$ cat src/rtl/kruskal_union_find_engine_macros.svh
// Assertion helpers used by the engine's top-level RTL
`ifndef KRUSKAL_UNION_FIND_ENGINE_MACROS_SVH
`define KRUSKAL_UNION_FIND_ENGINE_MACROS_SVH

// Check a property on every rising clock edge outside reset
`define UFE_ASSERT(lbl, prop, msg) \
   lbl: assert property (@(posedge clock) disable iff (reset) prop) else $error(msg);

// Check that a condition never holds outside reset
`define UFE_NEVER(lbl, cond, msg) \
   lbl: assert property (@(posedge clock) disable iff (reset) !(cond)) else $error(msg);

`endif

$ cat src/rtl/ufe_pkg.sv
package ufe_pkg;

   localparam int VERTEX_LIMIT = 1024;
   localparam int EDGE_LIMIT   = 4096;
   localparam int WEIGHT_WIDTH = 16;
   localparam int END_BITS     = 11;
   localparam int FIELD_W_BITS = 16;
   localparam int COST_BITS    = 32;
   localparam int SEQ_BITS     = 32;
   localparam int RANK_BITS    = 4;
   localparam logic [RANK_BITS-1:0] RANK_MAX = 4'd15;
   localparam logic [END_BITS-1:0] VERTEX_RESET = 11'd1024;

   // Request op codes
   localparam logic [1:0] OP_PUSH  = 2'd0;
   localparam logic [1:0] OP_POP   = 2'd1;
   localparam logic [1:0] OP_CLEAR = 2'd2;

   typedef enum logic [1:0] {
      STS_OK    = 2'd0,
      STS_FULL  = 2'd1,
      STS_EMPTY = 2'd2,
      STS_RANGE = 2'd3
   } status_type;

   typedef enum logic [2:0] {
      CMD_PUSH,
      CMD_BAD_PUSH,
      CMD_POP,
      CMD_CLEAR,
      CMD_NOP
   } cmd_kind_type;

   typedef struct packed {
      logic [1:0]           op;
      logic [END_BITS-1:0]  end_a;
      logic [END_BITS-1:0]  end_b;
      logic signed [FIELD_W_BITS-1:0] weight;
   } ufe_req_type;

   typedef struct packed {
      logic [END_BITS-1:0]  edge_a;
      logic [END_BITS-1:0]  edge_b;
      logic signed [FIELD_W_BITS-1:0] edge_weight;
      logic                 accepted;
      logic signed [COST_BITS-1:0] total_cost;
      status_type           status;
   } ufe_rsp_type;

   typedef struct packed {
      cmd_kind_type         kind;
      logic [END_BITS-1:0]  end_a;
      logic [END_BITS-1:0]  end_b;
      logic [FIELD_W_BITS-1:0] weight;
   } ufe_cmd_type;

   typedef struct packed {
      logic sweeping;
   } ufe_ctl_type;

   typedef enum logic [4:0] {
      ST_SWEEP,
      ST_IDLE,
      ST_UP_CHK,
      ST_UP_CMP,
      ST_POP_ROOT,
      ST_POP_LAST,
      ST_POP_TAKE,
      ST_DN_L,
      ST_DN_R,
      ST_DN_PICK,
      ST_DN_SEL,
      ST_UF_START,
      ST_FIND_RD,
      ST_FIND_CHK,
      ST_CMP_RD,
      ST_CMP_WR,
      ST_FIND_END,
      ST_RANK_B,
      ST_JOIN,
      ST_DONE
   } ufe_state_type;

endpackage

$ cat src/rtl/ufe_queue.sv
module ufe_queue (
   input  logic                 clock,
   input  logic                 reset,
   input  logic                 push,
   input  ufe_pkg::ufe_cmd_type wdata,
   output logic                 space,
   input  logic                 pop,
   output logic                 avail,
   output ufe_pkg::ufe_cmd_type rdata
);
   import ufe_pkg::*;

   ufe_cmd_type slot_ff [2];
   logic        wptr_ff, wptr_in;
   logic        rptr_ff, rptr_in;
   logic [1:0]  fill_ff, fill_in;

   assign space = (fill_ff != 2'd2);
   assign avail = (fill_ff != 2'd0);
   assign rdata = slot_ff[rptr_ff];

   // advance pointers and fill level
   always_comb begin
      wptr_in = push ? ~wptr_ff : wptr_ff;
      rptr_in = pop ? ~rptr_ff : rptr_ff;
      fill_in = fill_ff + {1'b0, push} - {1'b0, pop};
   end

   always_ff @(posedge clock) begin
      if (reset) begin
         wptr_ff <= 1'b0;
         rptr_ff <= 1'b0;
         fill_ff <= 2'd0;
      end else begin
         wptr_ff <= wptr_in;
         rptr_ff <= rptr_in;
         fill_ff <= fill_in;
      end
   end

   // store the incoming command
   always_ff @(posedge clock) begin
      if (push) begin
         slot_ff[wptr_ff] <= wdata;
      end
   end

endmodule

$ cat config.mk
export PLATFORM = sky130hd
export DESIGN_NAME = ufe_queue
export DESIGN_NICKNAME = d
export VERILOG_FILES = /design/src/rtl/kruskal_union_find_engine_macros.svh /design/src/rtl/ufe_pkg.sv /design/src/rtl/ufe_queue.sv
export SDC_FILE = /design/constraint.sdc
export NUM_CORES = 1
export LEC_CHECK = 0
export BUFFER_PORTS_ARGS = -buffer_cell sky130_fd_sc_hd__buf_2
export CORE_ASPECT_RATIO = 0.6
export CORE_UTILIZATION = 35
export DETAILED_ROUTE_END_ITERATION = 10
export PLACE_DENSITY = 0.53
export SYNTH_ARGS = -nofsm -noshare
export SYNTH_HDL_FRONTEND = slang
export SYNTH_SLANG_ARGS = --single-unit
$ cat constraint.sdc
create_clock -name clock -period 8.9 [get_ports clock]
set_clock_uncertainty 0.2 [all_clocks]
set_input_delay 1.335 -clock clock [delete_from_list [all_inputs] [get_ports clock]]
set_output_delay 1.335 -clock clock [all_outputs]
set_load 0.02 [all_outputs]
### Yosys cells after proc, flatten, opt, wreduce, memory -nomap -nowiden

Memory sizes are Yosys's and may differ from the RTL's. A register that Yosys moved wholly into a read port is not among the register bits.
Index checks and enable logic that the tools add are counted.

| cells by class | value |
|---|---|
| add/subtract/negate cells | 2 |
| equality and inequality tests | 1 |
| multiplexer cells | 4 |
| bitwise logic cells | 2 |
| reduce and logical (&&, ||, !) cells | 1 |

Operator list:

| cell | number |
|---|---|
| 1-bit 2-to-1 mux | 4 |
| 2-bit by 1-bit adder with 2-bit output | 1 |
| 2-bit inequality test, second input constant | 1 |
| 1-bit NOT | 2 |
| 2-bit nonzero test | 1 |
| 2-bit by 1-bit subtractor with 2-bit output | 1 |

| storage, ports and cells | value |
|---|---|
| register bits | 4 |
| memory bits (writable) | 82 |
| bits of input ports | 45 |
| word-level logic and storage cells | 14 |
| memories kept | 1 |

Memory list:

| memory | depth | width | read ports | clocked after memory_dff | wr ports | line | source |
|---|---|---|---|---|---|---|---|
| slot_ff | 2 | 41 | 1 | 1 | 1 | ufe_queue.sv:13 | `ufe_cmd_type slot_ff [2];` |

### Logic depth before layout (Yosys ltp)

| logic depth | value |
|---|---|
| depth after elaboration | 3 |
| gate-level depth with buffers | 6 |

### Least setup slack after synthesis

OpenSTA, ideal clock, no wires.

| timing path | value |
|---|---|
| path kind | input to register |
| start | input push |
| end | memory slot_ff[0][0] (netlist bit) (enable) |
| library setup time | 0.444 ns |
| arrival time | 3.167 ns |
| setup slack | 5.089 ns |
| stages on the path | 1 |
| path buffers | 0 |
| cell sequence | nor2b_1 |

| on the way | value |
|---|---|
| cells in the longest elaborated chain, start to end | 2 |

RTL lines:

| what | line | source |
|---|---|---|
| start: declaration | ufe_queue.sv:4 | `input logic push,` |
| 1-bit 2-to-1 mux | ufe_queue.sv:43 | `if (push) begin` |
| 1-bit 2-to-1 mux (not written as such) | ufe_queue.sv:44 | `slot_ff[wptr_ff] <= wdata;` |
| end: declaration | ufe_queue.sv:13 |  |

No other way between the ends.

==> results.sh <==
export IMPL_regArea_um2=2564
export IMPL_arrival_ns=2.04
export IMPL_whs_ns=0.3191
export IMPL_place_hpwl_um=3706
export IMPL_place_ws_ns=5.631
export IMPL_synth_area_top_cells="edfxtp_1 73%, mux2_4 18%, dfxtp_1 3.0%"
export IMPL_synth_nets=196
export IMPL_grt_max_degree=42
export IMPL_drtPass1Iterations=4
export IMPL_yosysUniqueCellTypes=15
export IMPL_cts_tree="built"
export IMPL_fin_ws_ns=5.327
export IMPL_layout_common_cells="87 x buf_2, 82 x edfxtp_1, 40 x mux2_4"
export IMPL_layout_commonest_cell="buf_2"
export IMPL_routed_wl_um=5817
export IMPL_grt_usage=0.1251
export IMPL_start_util=0.3640
export IMPL_leakagePower_nw=1.662
export IMPL_synth_seq_cells=87
export IMPL_die_x_um=128.9
export IMPL_min_delay_start="rptr_ff"
export IMPL_drive_gt1_frac=0.5863
export IMPL_rows=27
export IMPL_drc=0
export IMPL_period_needed_ns=3.573
export IMPL_hp_class="flip-flop to flip-flop"
export IMPL_die_area_um2=10070
export IMPL_core_area_um2=9290
export IMPL_syn_area_um2=3382
export IMPL_ant_nets=0
export IMPL_wl_per_cell_um=15.35
export IMPL_cts_setup_buffers=0
export IMPL_grt_pass1_vias=1665
export IMPL_status="finished clean"
export IMPL_use_met3=0.08316
export IMPL_multi_input_area_um2=729.5
export IMPL_clockBufferDepth=2
export IMPL_postSynthCellCount=149
export IMPL_maxSlewViolCount=0
export IMPL_clk_pin_slew_worst_paths_ns=0.06
export IMPL_slowest_delay_ns=0.57
export IMPL_peakVddDrop_uv=102.1
export IMPL_antenna_found_initial=0
export IMPL_cts_resized=0
export IMPL_crit_slowest_cell="dfxtp_2"
export IMPL_hold_buffers=0
export IMPL_drtIter0Drc=67
export IMPL_gp_congestion=0.6912
export IMPL_fin_util=0.4488
export IMPL_setup_violations=0
export IMPL_crit_path_end_kind="output pin"
export IMPL_maxCapViolations=0
export IMPL_grt_use_met1=0.1487
export IMPL_seq_area_frac_synth=0.7577
export IMPL_crit_path_start_kind="flip-flop"
export IMPL_netlist_area_leader_share=0.7281
export IMPL_layout_nets=291
export IMPL_post_route_period_util=0.4015
export IMPL_clk_latency_ns=0.33
export IMPL_worstPathCellList="buf_4 -> mux2_2 -> buf_2"
export IMPL_syn_area_per_cell_um2=22.70
export IMPL_grt_setup_unrepaired="false"
export IMPL_grt_overflow=0
export IMPL_num_vias=1625
export IMPL_htree_levels=3
export IMPL_max_freq_mhz=279.9
export IMPL_grt_use_met2=0.1757
export IMPL_io_buffers=87
export IMPL_worstPathRequired_ns=7.36
export IMPL_path_class="flip-flop to output pin"
export IMPL_p_per_area_nw_per_um2=227.3
export IMPL_num_antenna_cells=0
export IMPL_fin_tns_setup_ns=0
export IMPL_grt_busiest_layer="met2"
export IMPL_grt_pass1_wl_um=8790
export IMPL_hold_viol=0
export IMPL_yosysTopAreaCell="edfxtp_1"
export IMPL_cts_root_buf="clkbuf_16"
export IMPL_crit_path_max_fanout=30
export IMPL_pin_count=88
export IMPL_slew_headroom=0.3016
export IMPL_n_fill_cell=837
export IMPL_worst_slew_pin_transition_ns=1.048
export IMPL_yosysWarnings=0
export IMPL_die_h_um=78.14
export IMPL_r2r_start="wptr_ff"
export IMPL_numCtsBuffers=9
export IMPL_cts_sinks=87
export IMPL_viasPerCell=4.288
export IMPL_area_growth_pct=23.27
## critical path, delay by kind of cell (launching register included)
kind / cells / cell delay, ns
muxes: 1 / 0.39
DFF: 1 / 0.57
buffers and inverters: 2 / 0.73
## layout make-up
cell class              count  share of cell area
well taps                 130             0.03902
flip-flops and latches     87              0.6149
repair buffers             89              0.1080
inverters                   2            0.001801
clock inverters             7            0.007203
multi-input cells          55              0.1750
clock buffers               9             0.05402
## state kept, by name, summed over array words and instances (netlist names), named ones only
signal,count
wptr_ff,1
fill_ff,2
slot_ff,82
rptr_ff,1
## synth_stat cells
library cell / number
nand2_1: 1
edfxtp_1: 82
or2_2: 1
nor2b_1: 2
mux2_2: 1
and2_1: 1
mux2_4: 40
inv_1: 2
buf_6: 1
nor2_1: 4
dfxtp_1: 5
ha_1: 2
xnor3_1: 1
buf_12: 4
xnor2_1: 2
## logic make-up after synthesis
family / Yosys count / share of synthesized area
xor gates and xnor gates: 3 / 0.01184
adders and majority gates: 2 / 0.007398
buffers and inverters: 7 / 0.02923
DFF: 87 / 0.7577
muxes: 41 / 0.1809
and+or+nand+nor: 9 / 0.01295
## where the power goes
part	total [mW]	leakage (nW)	switching [mW]	internal (mW)
clock	0.323	0.129	0.140	0.183
sequential	0.488	0.812	0.00998	0.478
combinational	0.137	0.721	0.0734	0.0635
## per-layer routing
layer  wire length (µm)  vias to the layer above
li1                   -                      763
met1               2589                      791
met2               2493                       63
met3                652                        8
met4                 80                        0
met5                  0                        -
## path summary, 6_finish.rpt
path	to	slack, ns	depth (start not counted)
worst min-delay path	rptr_ff	0.32	2
worst min register to register	rptr_ff	0.32	2
worst max register to register	slot_ff[1][25]	7.03	1
worst max-delay path	rdata[40]	5.33	3
## stage by stage
| step | power, mW | instances | cell area [µm²] |
|---|---|---|---|
| after floorplan | 0.5962 | 149 | 3382 |
| after detailed placement | 0.6362 | 363 | 3914 |
| after CTS | 0.9636 | 379 | 4169 |
| after global placement | 0.6348 | 363 | 3914 |
| final | 0.9478 | 379 | 4169 |
| after global routing | 0.9858 | 379 | 4169 |
No activity file was read; power rests on OpenSTA's default activity.
