[src/rtl/kruskal_union_find_engine_macros.svh]
// Assertion helpers used by the engine's top-level RTL
`ifndef KRUSKAL_UNION_FIND_ENGINE_MACROS_SVH
`define KRUSKAL_UNION_FIND_ENGINE_MACROS_SVH

// Check a property on every rising clock edge outside reset
`define UFE_ASSERT(lbl, prop, msg) \
   lbl: assert property (@(posedge clock) disable iff (reset) prop) else $error(msg);

// Check that a condition never holds outside reset
`define UFE_NEVER(lbl, cond, msg) \
   lbl: assert property (@(posedge clock) disable iff (reset) !(cond)) else $error(msg);

`endif

[src/rtl/ufe_pkg.sv]
package ufe_pkg;

   localparam int VERTEX_LIMIT = 1024;
   localparam int EDGE_LIMIT   = 4096;
   localparam int WEIGHT_WIDTH = 16;
   localparam int END_BITS     = 11;
   localparam int FIELD_W_BITS = 16;
   localparam int COST_BITS    = 32;
   localparam int SEQ_BITS     = 32;
   localparam int RANK_BITS    = 4;
   localparam logic [RANK_BITS-1:0] RANK_MAX = 4'd15;
   localparam logic [END_BITS-1:0] VERTEX_RESET = 11'd1024;

   // Request op codes
   localparam logic [1:0] OP_PUSH  = 2'd0;
   localparam logic [1:0] OP_POP   = 2'd1;
   localparam logic [1:0] OP_CLEAR = 2'd2;

   typedef enum logic [1:0] {
      STS_OK    = 2'd0,
      STS_FULL  = 2'd1,
      STS_EMPTY = 2'd2,
      STS_RANGE = 2'd3
   } status_type;

   typedef enum logic [2:0] {
      CMD_PUSH,
      CMD_BAD_PUSH,
      CMD_POP,
      CMD_CLEAR,
      CMD_NOP
   } cmd_kind_type;

   typedef struct packed {
      logic [1:0]           op;
      logic [END_BITS-1:0]  end_a;
      logic [END_BITS-1:0]  end_b;
      logic signed [FIELD_W_BITS-1:0] weight;
   } ufe_req_type;

   typedef struct packed {
      logic [END_BITS-1:0]  edge_a;
      logic [END_BITS-1:0]  edge_b;
      logic signed [FIELD_W_BITS-1:0] edge_weight;
      logic                 accepted;
      logic signed [COST_BITS-1:0] total_cost;
      status_type           status;
   } ufe_rsp_type;

   typedef struct packed {
      cmd_kind_type         kind;
      logic [END_BITS-1:0]  end_a;
      logic [END_BITS-1:0]  end_b;
      logic [FIELD_W_BITS-1:0] weight;
   } ufe_cmd_type;

   typedef struct packed {
      logic sweeping;
   } ufe_ctl_type;

   typedef enum logic [4:0] {
      ST_SWEEP,
      ST_IDLE,
      ST_UP_CHK,
      ST_UP_CMP,
      ST_POP_ROOT,
      ST_POP_LAST,
      ST_POP_TAKE,
      ST_DN_L,
      ST_DN_R,
      ST_DN_PICK,
      ST_DN_SEL,
      ST_UF_START,
      ST_FIND_RD,
      ST_FIND_CHK,
      ST_CMP_RD,
      ST_CMP_WR,
      ST_FIND_END,
      ST_RANK_B,
      ST_JOIN,
      ST_DONE
   } ufe_state_type;

endpackage

[src/rtl/ufe_front.sv]
module ufe_front #(
   parameter int NVW = 11
) (
   input  logic                 req_valid,
   output logic                 req_ready,
   input  ufe_pkg::ufe_req_type req_data,
   input  logic [NVW-1:0]       live_nv,
   input  ufe_pkg::ufe_ctl_type ctl,
   input  logic                 q_space,
   output logic                 q_push,
   output ufe_pkg::ufe_cmd_type q_wdata
);
   import ufe_pkg::*;

   logic bad_end;

   // hold off while the queue is full or the back end sweeps the tables
   assign req_ready = q_space && !ctl.sweeping;
   assign q_push    = req_valid && req_ready;

   // classify the transaction
   always_comb begin
      bad_end = (req_data.end_a == '0) || (32'(req_data.end_a) > 32'(live_nv)) ||
                (req_data.end_b == '0) || (32'(req_data.end_b) > 32'(live_nv));
      q_wdata.end_a  = req_data.end_a;
      q_wdata.end_b  = req_data.end_b;
      q_wdata.weight = req_data.weight;
      unique case (req_data.op)
         OP_PUSH:  q_wdata.kind = bad_end ? CMD_BAD_PUSH : CMD_PUSH;
         OP_POP:   q_wdata.kind = CMD_POP;
         OP_CLEAR: q_wdata.kind = CMD_CLEAR;
         default:  q_wdata.kind = CMD_NOP;
      endcase
   end

endmodule

[config.mk]
export PLATFORM = sky130hd
export DESIGN_NAME = ufe_front
export DESIGN_NICKNAME = d
export VERILOG_FILES = /design/src/rtl/kruskal_union_find_engine_macros.svh /design/src/rtl/ufe_pkg.sv /design/src/rtl/ufe_front.sv
export SDC_FILE = /design/constraint.sdc
export NUM_CORES = 1
export LEC_CHECK = 0
export BUFFER_PORTS_ARGS = -buffer_cell sky130_fd_sc_hd__buf_2
export CORE_MARGIN = 3
export CORE_UTILIZATION = 37
export DETAILED_ROUTE_END_ITERATION = 8
export MAX_ROUTING_LAYER = met4
export PLACE_DENSITY = 0.93
export SKIP_LAST_GASP = 1
export SLEW_MARGIN = 20
export SYNTH_ARGS = -nofsm -noshare
export SYNTH_HDL_FRONTEND = slang
export SYNTH_SLANG_ARGS = --single-unit
export TNS_END_PERCENT = 100
[constraint.sdc]
create_clock -name vclk -period 1.8
set_input_delay 0.09 -clock vclk [all_inputs]
set_output_delay 0.09 -clock vclk [all_outputs]
set_load 0.01 [all_outputs]
Yosys cells after proc, flatten, opt, wreduce, memory -nomap -nowiden
Cells that the tools add are included.
{"block": "word_totals", "register_bits": 0, "latchBits": 0, "mem_bits_rw": 0, "mem_bits_ro": 0, "input_bits": 54, "out_inout_bits": 43, "word_cells": 15, "mem_count": 0}
{"block": "classes", "add_sub_neg": 0, "n_mul": 0, "div": 0, "n_lt_le_gt_ge": 2, "n_eq_ne": 2, "n_shift": 0, "muxes": 2, "bitwise": 0, "n_reduce_logical": 9}
{"op": "$gt 11x11->1", "count": 2}
{"op": "$logic_not 11->1", "count": 2}
{"op": "$pmux 3 s3", "count": 1}
{"op": "$logic_or 1x1->1", "count": 3}
{"op": "$eq 2x1->1 const B", "count": 1}
{"op": "$eq 2x2->1 const B", "count": 1}
{"op": "$logic_and 1x1->1", "count": 2}
{"op": "$logic_not 2->1", "count": 1}
{"op": "$logic_not 1->1", "count": 1}
{"op": "$mux 1", "count": 1}

Depth between registers and ports, before layout
Gate-level depths: netlist of run 1.
{"block": "depth", "depth_word": 6, "ltp_mapped": 7, "ltp_nobuf": 7}

Worst setup path before layout of run 1
OpenSTA, ideal clock, no wires.
{"block": "synth_timing", "path_kind": "input-to-output", "from": "input live_nv[2]", "to": "output q_wdata[38] in the netlist's numbering", "arrival_ns": 1.384, "path_slack_ns": 0.326, "stages": 7, "n_path_buf": 0, "path_cell_list": "inv_1 -> ha_1 -> and3b_1 -> a211oi_1 -> o32ai_1 -> o31a_1 -> a221o_1"}
{"item": "from (decl)", "line_no": "ufe_front.sv:7", "text": "input logic [NVW-1:0] live_nv,"}
{"item": "to (decl)", "line_no": "ufe_front.sv:11", "text": "output ufe_pkg::ufe_cmd_type q_wdata"}

==> results of run 1 <==
-- area by class of cell --
type	count	area [um^2]	area share, %
Inverter	14	52.55	5.276
Multi-Input combinational cell	66	583.1	58.54
Tap cell	28	35.03	3.518
Timing Repair Buffer	65	325.3	32.66
-- cells in the mapped netlist (all sizes together) --
cell type,n
o21ai,3
inv,14
nand2,1
nor2,2
and2,1
o32ai,1
o31a,3
nor3,2
o41ai,1
a31oi,1
nor2b,1
ha,24
and3b,1
a21oi,6
nand4,4
nand3b,1
nand3,3
nor4,4
a211oi,3
a21o,3
buf,38
a221o,1
-- layout by cell type, fill, tap and decap left out --
cell / instances
o32ai_1: 1
buf_2: 65
nor4_1: 4
a221o_1: 1
nand2_1: 1
and2_1: 1
a21oi_1: 6
nor3_1: 2
and3b_1: 1
o31a_1: 3
nor2b_1: 1
a31oi_1: 1
nor2_1: 2
inv_1: 14
a211oi_2: 1
a211oi_1: 2
ha_4: 1
nand4_1: 4
nand3b_1: 1
nand3_1: 3
o21ai_0: 3
ha_1: 23
a21o_1: 3
o41ai_1: 1
-- logic make-up after synthesis --
family / after synthesis
simple gates: 20
fa+ha+maj: 24
buf+inv: 52
compound gates: 22
-- through the flow --
stage,util [%],power (mW)
2_1_floorplan,-,0.1915
3_3_place_gp,43.40,0.2248
3_5_place_dp,43.40,0.2301
4_1_cts,43.40,0.2316
5_1_grt,44.17,0.2689
6_report,44.17,0.2363
-- worst paths after layout --
check / start / end / slack, ps / cells after the start
max: live_nv[1] / q_wdata[38] / 70 / 9
min: req_data[7] / q_wdata[7] / 180 / 0
-- layer usage --
layer / GRT usage (%) / routed length, um / part of all wire, % / vias to the layer above
met5: - / 0 / 0 / -
met4: 0.6944 / 2 / 0.092 / 0
met3: 2.570 / 242 / 11 / 2
met2: 22.47 / 982 / 45 / 54
met1: 17.61 / 954 / 44 / 355
li1: - / - / - / 441
-- critical path, delay by kind of cell --
family / cells / cell delay, ps
buffers and inverters: 3 / 320
adders and majority gates: 1 / 240
and+or+nand+nor: 1 / 190
AOI/OAI and AO/OA: 4 / 810
-- power by group through the flow --
stage	sequential, mW	clock [mW]	combinational [mW]
floorplan	0	0	0.192
global placement	0	0	0.225
detailed placement	0	0	0.230
CTS	0	0	0.232
global route	0	0	0.269
finish	0	0	0.236
==> impl_metrics.env, run 1 <==
export IMPL_synthCells=118
export IMPL_muxShareOfSynthArea_pct=0
export IMPL_area_delta_synth_final_pct=10.25
export IMPL_setup_violations=0
export IMPL_via_per_inst=4.925
export IMPL_synth_nets=196
export IMPL_fillers=253
export IMPL_diodes=0
export IMPL_io_buffers=65
export IMPL_synthAdderAreaFrac_pct=33.24
export IMPL_die_x_um=55.41
export IMPL_rsz0062_at_grt="false"
export IMPL_hold_viol_final=0
export IMPL_p_leak_nw=0.6009
export IMPL_detail_route_antenna_nets=0
export IMPL_drive_above_1_share_pct=46.21
export IMPL_nClkBuffers=0
export IMPL_drt_pre_antenna_iters=4
export IMPL_slew_limit_headroom_pct=75.52
export IMPL_slew_viol_final=0
export IMPL_fmax_mhz=577.8
export IMPL_drv_cap=0
export IMPL_seq_area_um2=0
export IMPL_tightestPinTransition_ps=362.4
export IMPL_die_h_um=55.41
export IMPL_yosys_top_cells_area="ha_1, buf_4, inv_1, a21oi_1, o31a_1"
export IMPL_whs_ps=180.0
export IMPL_place_area_um2=978.4
export IMPL_finalNonFillerCells=173
export IMPL_boundaryPins=97
export IMPL_hold_class="primary input to primary output"
export IMPL_grt_first_pass_wirelength_um=3456
export IMPL_yosys_area_top_type="ha_1"
export IMPL_seq_cell_count=0
export IMPL_cp_slowest_cell="a221o_1"
export IMPL_worstPathArrival_ps=1640
export IMPL_yosysSeqAreaShare_pct=0
export IMPL_drc=0
export IMPL_start_kind="primary input"
export IMPL_outcome="finished, final reports clean"
export IMPL_netSwitchingPower_uw=122.8
export IMPL_p_clk_share_pct=0
export IMPL_dpl_hpwl_um=2034
export IMPL_ctsHoldBuffers=0
export IMPL_dp_cells=173
export IMPL_worst_slack_ps=69.37
export IMPL_grt_max_degree=6
export IMPL_p_int_uw=113.5
export IMPL_finalSetupTns_ps=0
export IMPL_synth_simple_gate_area_share_pct=12.74
export IMPL_pwr_share_comb_pct=100.0
export IMPL_synth_cell_types=22
export IMPL_cts_setup_buffers=0
export IMPL_cp_slowest_stage_delay_ps=260
export IMPL_grt_overflow=0
export IMPL_synth_xor_area_share_pct=0
export IMPL_start_util_pct=40.07
export IMPL_synth_top_area_share_pct=33.24
export IMPL_antenna_found_initial=0
export IMPL_vias=852
export IMPL_cp_max_fo=2
export IMPL_switching_share_pct=51.97
export IMPL_grt_usage_pct=13.45
export IMPL_drt_wl_total_um=2182
export IMPL_avgSynthCellArea_um2=7.656
export IMPL_coreArea_um2=2255
export IMPL_routedWlPerCell_um=12.61
export IMPL_num_rows=17
export IMPL_nets=225
export IMPL_pwr_share_seq_pct=0
export IMPL_power_density_nw_per_um2=237.3
export IMPL_first_iter_violations=6
export IMPL_end_kind="primary output"
export IMPL_netlist_area_um2=903.4
export IMPL_crit_type="primary input to primary output"
export IMPL_grt_pass1_vias=815
export IMPL_yosys_warnings=0
export IMPL_path_cells="buf_2 -> inv_1 -> ha_1 -> and3b_1 -> a211oi_2 -> o32ai_1 -> o31a_1 -> a221o_1 -> buf_2"
export IMPL_synth_top_family_by_area="buffers and inverters"
export IMPL_cts_repair_resized=0
export IMPL_synth_compound_area_share_pct=16.62
export IMPL_final_period_utilization_pct=96.15
export IMPL_required_ps=1710
export IMPL_preCtsSetupSlack_ps=23.88
export IMPL_globalplace_congestion=0.8960
export IMPL_final_min_clock_period_ps=1731
export IMPL_cp_common_cell="buf_2"
export IMPL_design_area_um2=996.0
export IMPL_ir_worst_vdd_v=0.0001155
export IMPL_dieArea_um2=3070
(Power assumes the default switching activity.)
==> run 2, diff against run 1 <==
--- a/config.mk
+++ b/config.mk
@@ -6,11 +6,13 @@
 export NUM_CORES = 1
 export LEC_CHECK = 0
 export BUFFER_PORTS_ARGS = -buffer_cell sky130_fd_sc_hd__buf_2
+export CELL_PAD_IN_SITES_DETAIL_PLACEMENT = 1
+export CELL_PAD_IN_SITES_GLOBAL_PLACEMENT = 1
 export CORE_MARGIN = 3
-export CORE_UTILIZATION = 37
+export CORE_UTILIZATION = 23
 export DETAILED_ROUTE_END_ITERATION = 8
 export MAX_ROUTING_LAYER = met4
-export PLACE_DENSITY = 0.93
+export PLACE_DENSITY = 0.92
 export SKIP_LAST_GASP = 1
 export SLEW_MARGIN = 20
 export SYNTH_ARGS = -nofsm -noshare
==> impl_metrics.env, run 2 (synthesis gave the netlist of run 1 again) <==
export IMPL_dpl_hpwl_um=2457
export IMPL_slew_limit_headroom_pct=77.63
export IMPL_drc=0
export IMPL_final_cell_mix="buf_2, ha_1, inv_1, a21oi_1"
export IMPL_die_x_um=68.67
export IMPL_grt_max_degree=6
export IMPL_netSwitchingPower_uw=135.3
export IMPL_preCtsSetupSlack_ps=-25.75
export IMPL_drt_pre_antenna_iters=4
export IMPL_outcome="finished, final reports clean"
export IMPL_worst_slack_ps=46.88
export IMPL_antenna_found_initial=0
export IMPL_globalplace_congestion=0.7640
export IMPL_fmax_mhz=570.4
export IMPL_wirelength_met1_um=1088
export IMPL_rsz0062_at_grt="true"
export IMPL_coreArea_um2=3716
export IMPL_area_delta_synth_final_pct=16.62
export IMPL_setup_violations=0
export IMPL_switching_share_pct=52.31
export IMPL_start_util_pct=24.31
export IMPL_final_min_clock_period_ps=1753
export IMPL_first_iter_violations=31
export IMPL_maxUsedRoutingLayer="met3"
export IMPL_crit_type="primary input to primary output"
export IMPL_p_leak_nw=0.6031
export IMPL_power_density_nw_per_um2=245.6
export IMPL_grt_first_pass_wirelength_um=3857
export IMPL_die_h_um=68.67
export IMPL_slew_viol_final=0
export IMPL_pwr_share_comb_pct=100.0
export IMPL_drv_cap=0
export IMPL_via_per_inst=4.580
export IMPL_grt_usage_pct=10.87
export IMPL_cts_setup_buffers=0
export IMPL_diodes=0
export IMPL_num_rows=22
export IMPL_start_kind="primary input"
export IMPL_finalSetupTns_ps=0
export IMPL_io_buffers=65
export IMPL_end_kind="primary output"
export IMPL_wl_met3_um=222
export IMPL_nClkBuffers=0
export IMPL_detail_route_antenna_nets=0
export IMPL_ir_worst_vdd_v=0.00006384
export IMPL_dieArea_um2=4716
export IMPL_required_ps=1710
export IMPL_seq_area_um2=0
export IMPL_nets=225
export IMPL_worstPathArrival_ps=1660
export IMPL_ctsHoldBuffers=0
export IMPL_vias=884
export IMPL_p_int_uw=123.4
export IMPL_p_clk_share_pct=0
export IMPL_drt_wl_total_um=2711
export IMPL_boundaryPins=97
export IMPL_final_period_utilization_pct=97.40
export IMPL_grt_pass1_vias=861
export IMPL_wl_met2_um=1401
export IMPL_seq_cell_count=0
export IMPL_hold_class="primary input to primary output"
export IMPL_final_common_cell="buf_2"
export IMPL_tightestPinTransition_ps=332.5
export IMPL_cp_max_fo=3
export IMPL_pwr_share_seq_pct=0
export IMPL_grt_overflow=0
export IMPL_drive_above_1_share_pct=50.34
export IMPL_hold_viol_final=0
export IMPL_routedWlPerCell_um=14.05
run 2: repair_timing:
action / CTS / global route
endpoints found under the setup margin: 1 / 1
pin swaps: 0 / 3
gates resized for setup: 1 / 8
cloned: 0 / 0
run 2: path summary, 6_finish.rpt:
kind	start	to	slack (ps)	depth (start not counted)
worst max-delay path	live_nv[2]	q_wdata[38]	50	9
worst min-delay path	req_data[0]	q_wdata[0]	180	0
run 2: stage by stage:
stage               hold WS, ps  total power [mW]  cells  cell area (um^2)  util (%)
global route              180.0            0.2949    193              1054     28.35
floorplan                 231.0            0.1915    118             903.4         -
global placement          180.1            0.2301    193              1003     27.00
CTS                       180.1            0.2455    193              1008     27.14
finish                    180.0            0.2587    193              1054     28.35
detailed placement        180.1            0.2417    193              1003     27.00
run 2: critical path: stages:
cell and delay, ps:
buf_2 100, inv_2 70, ha_4 210, and3b_2 220
a211oi_2 200, o32ai_2 120, o31a_1 250, a221o_1 280
buf_6 130
run 2: layout make-up:
type / count / area, um^2
fill: 487 / 2663
multi-input combinational: 66 / 609.3
timing repair buffer: 65 / 331.6
tap: 48 / 60.06
inverter: 14 / 52.55
run 2: per-layer routing:
layer,vias to the layer above,global-route usage (%)
met5,-,-
met4,0,0.2481
met3,0,0.1621
met2,52,20.74
met1,392,13.37
li1,440,-
run 2: power groups by stage:
stage          clock network (mW)  registers, mW  logic, mW
6_report                        0              0      0.259
2_1_floorplan                   0              0      0.192
5_1_grt                         0              0      0.295
3_3_place_gp                    0              0      0.230
3_5_place_dp                    0              0      0.242
4_1_cts                         0              0      0.245
==> run 3, diff against run 2 <==
--- a/config.mk
+++ b/config.mk
@@ -5,6 +5,7 @@
 export SDC_FILE = /design/constraint.sdc
 export NUM_CORES = 1
 export LEC_CHECK = 0
+export ABC_AREA = 1
 export BUFFER_PORTS_ARGS = -buffer_cell sky130_fd_sc_hd__buf_2
 export CELL_PAD_IN_SITES_DETAIL_PLACEMENT = 1
 export CELL_PAD_IN_SITES_GLOBAL_PLACEMENT = 1
@@ -12,7 +13,7 @@
 export CORE_UTILIZATION = 23
 export DETAILED_ROUTE_END_ITERATION = 8
 export MAX_ROUTING_LAYER = met4
-export PLACE_DENSITY = 0.92
+export PLACE_DENSITY = 0.91
 export SKIP_LAST_GASP = 1
 export SLEW_MARGIN = 20
 export SYNTH_ARGS = -nofsm -noshare
==> impl_metrics.env, run 3 <==
export IMPL_drive_above_1_share_pct=36.84
export IMPL_worst_path_buf_inv=3
export IMPL_netSwitchingPower_uw=136.1
export IMPL_worstPathArrival_ps=1390
export IMPL_antenna_found_initial=0
export IMPL_grt_pass1_vias=1062
export IMPL_seq_area_um2=0
export IMPL_drt_pre_antenna_iters=2
export IMPL_final_common_cell="buf_2"
export IMPL_hold_path_depth=0
export IMPL_yosys_top_cells_area="ha_1, buf_4, nand2_1, inv_1, nor2_1"
export IMPL_crit_family="simple AND/OR/NAND/NOR gates"
export IMPL_cts_repair_resized=0
export IMPL_diodes=0
export IMPL_num_rows=23
export IMPL_synthCells=163
export IMPL_outcome="finished, final reports clean"
export IMPL_grt_usage_pct=10.31
export IMPL_coreArea_um2=4115
export IMPL_drt_wl_total_um=2676
export IMPL_synth_top_area_share_pct=29.59
export IMPL_switching_share_pct=55.60
export IMPL_start_util_pct=24.66
export IMPL_end_kind="primary output"
export IMPL_cp_max_fo=2
export IMPL_die_x_um=72.42
export IMPL_cp_slowest_stage_delay_ps=310
export IMPL_synth_nets=241
export IMPL_ir_worst_vdd_v=0.00004625
export IMPL_required_ps=1710
export IMPL_yosys_area_top_type="ha_1"
export IMPL_cts_setup_buffers=0
export IMPL_p_int_uw=108.7
export IMPL_area_delta_synth_final_pct=10.11
export IMPL_grt_max_degree=5
export IMPL_netlist_area_um2=1015
export IMPL_drc=0
export IMPL_hold_class="primary input to primary output"
export IMPL_cp_common_cell="nand2_1"
export IMPL_boundaryPins=97
export IMPL_final_cell_mix="buf_2, nand2_1, inv_1, ha_1, nor2_1"
export IMPL_pwr_share_seq_pct=0
export IMPL_slew_limit_headroom_pct=88.30
export IMPL_path_cells="buf_2 -> inv_1 -> ha_1 -> nand2_1 -> nor2_1 -> and2_1 -> nand2_1 -> nand3_1 -> nand2_1 -> nand3_1 -> nand2_1 -> nand2_1 -> buf_2"
export IMPL_hold_viol_final=0
export IMPL_io_buffers=65
export IMPL_nClkBuffers=0
export IMPL_final_min_clock_period_ps=1483
export IMPL_avgSynthCellArea_um2=6.225
export IMPL_start_kind="primary input"
export IMPL_cp_slowest_cell="ha_1"
export IMPL_first_iter_violations=11
export IMPL_globalplace_congestion=0.7657
export IMPL_fillers=555
export IMPL_p_leak_nw=0.7517
export IMPL_drv_cap=0
export IMPL_vias=1030
export IMPL_yosys_top_cells_count="buf_4, nand2_1, inv_1"
export IMPL_routedWlPerCell_um=11.15
export IMPL_yosysMostFrequentCell="buf_4"
export IMPL_crit_type="primary input to primary output"
export IMPL_via_per_inst=4.292
export IMPL_fmax_mhz=674.5
export IMPL_detail_route_antenna_nets=0
export IMPL_rsz0062_at_grt="false"
export IMPL_power_density_nw_per_um2=219.1
export IMPL_holdPathEnd="q_wdata[11]"
export IMPL_yosysSeqAreaShare_pct=0
export IMPL_tightestPinTransition_ps=174.8
export IMPL_pwr_share_comb_pct=100.0
export IMPL_grt_overflow=0
export IMPL_dpl_hpwl_um=2596
export IMPL_synth_cell_types=18
export IMPL_totalPowerFinal_uw=244.8
export IMPL_nets=270
export IMPL_p_clk_share_pct=0
export IMPL_yosys_warnings=0
export IMPL_slew_viol_final=0
export IMPL_grt_first_pass_wirelength_um=4443
export IMPL_ctsHoldBuffers=0
export IMPL_dieArea_um2=5245
export IMPL_final_period_utilization_pct=82.37
export IMPL_setup_violations=0
export IMPL_seq_cell_count=0
export IMPL_finalSetupTns_ps=0
export IMPL_die_h_um=72.42
export IMPL_min_from="req_data[11]"
[run 3: changes by cell type after synthesis, sizes merged, moves of 2 or more]
cell,delta
o31a,-3
a211oi,-3
nand2,+35
nor4,-4
inv,+15
nor2,+14
nor3,-2
a21o,-2
[run 3: worst max path at each step]
stage	end	startpoint	cells after the start	slack (ps)
global route	q_wdata[38]	live_nv[6]	13	140
global placement	q_wdata[38]	req_data[37]	13	380
CTS	q_wdata[38]	live_nv[6]	13	310
detailed placement	q_wdata[38]	live_nv[6]	13	320
finish	q_wdata[38]	live_nv[6]	13	320
floorplan	q_wdata[38]	live_nv[10]	11	670
[run 3: logic make-up after synthesis]
logic type               Yosys count  share of synthesized area, %
buffers and inverters             67                         38.84
AND/OR/NAND/NOR                   63                         26.88
AO/OA/AOI/OAI                      9                         4.685
adder cells (fa/ha/maj)           24                         29.59
[run 3: power groups by stage]
stage               clock, mW  combinational [mW]  sequential (mW)
detailed placement          0               0.251                0
finish                      0               0.245                0
CTS                         0               0.252                0
global route                0               0.287                0
floorplan                   0               0.202                0
global placement            0               0.236                0
[run 3: cell type report]
type                       count  area (um^2)  share of cell area [%]
multi-input combinational     96        620.6                   55.54
inverter                      29        108.9                   9.742
tap                           50        62.56                   5.599
timing repair buffer          65        325.3                   29.12
[run 3: routing by layer]
metal	GRT usage (%)	up-vias	wire length (um)	part of all wire (%)
met5	-	-	0	0
met4	0.8197	0	14	0.52
met3	0.4155	2	165	6.2
met2	20.93	33	1475	55
met1	11.36	469	1019	38
li1	-	526	-	-
[run 3: metrics by stage]
stage               utilization, %  cell area, um^2  std cells  worst slack, ps  hold WS [ps]
CTS                          27.15             1117        240            311.1         180.1
global route                 27.15             1117        240            144.2         180.0
global placement             27.15             1117        240            382.2         180.1
floorplan                        -             1015        163            672.2         227.5
detailed placement           27.15             1117        240            321.9         180.1
finish                       27.15             1117        240            317.4         180.0
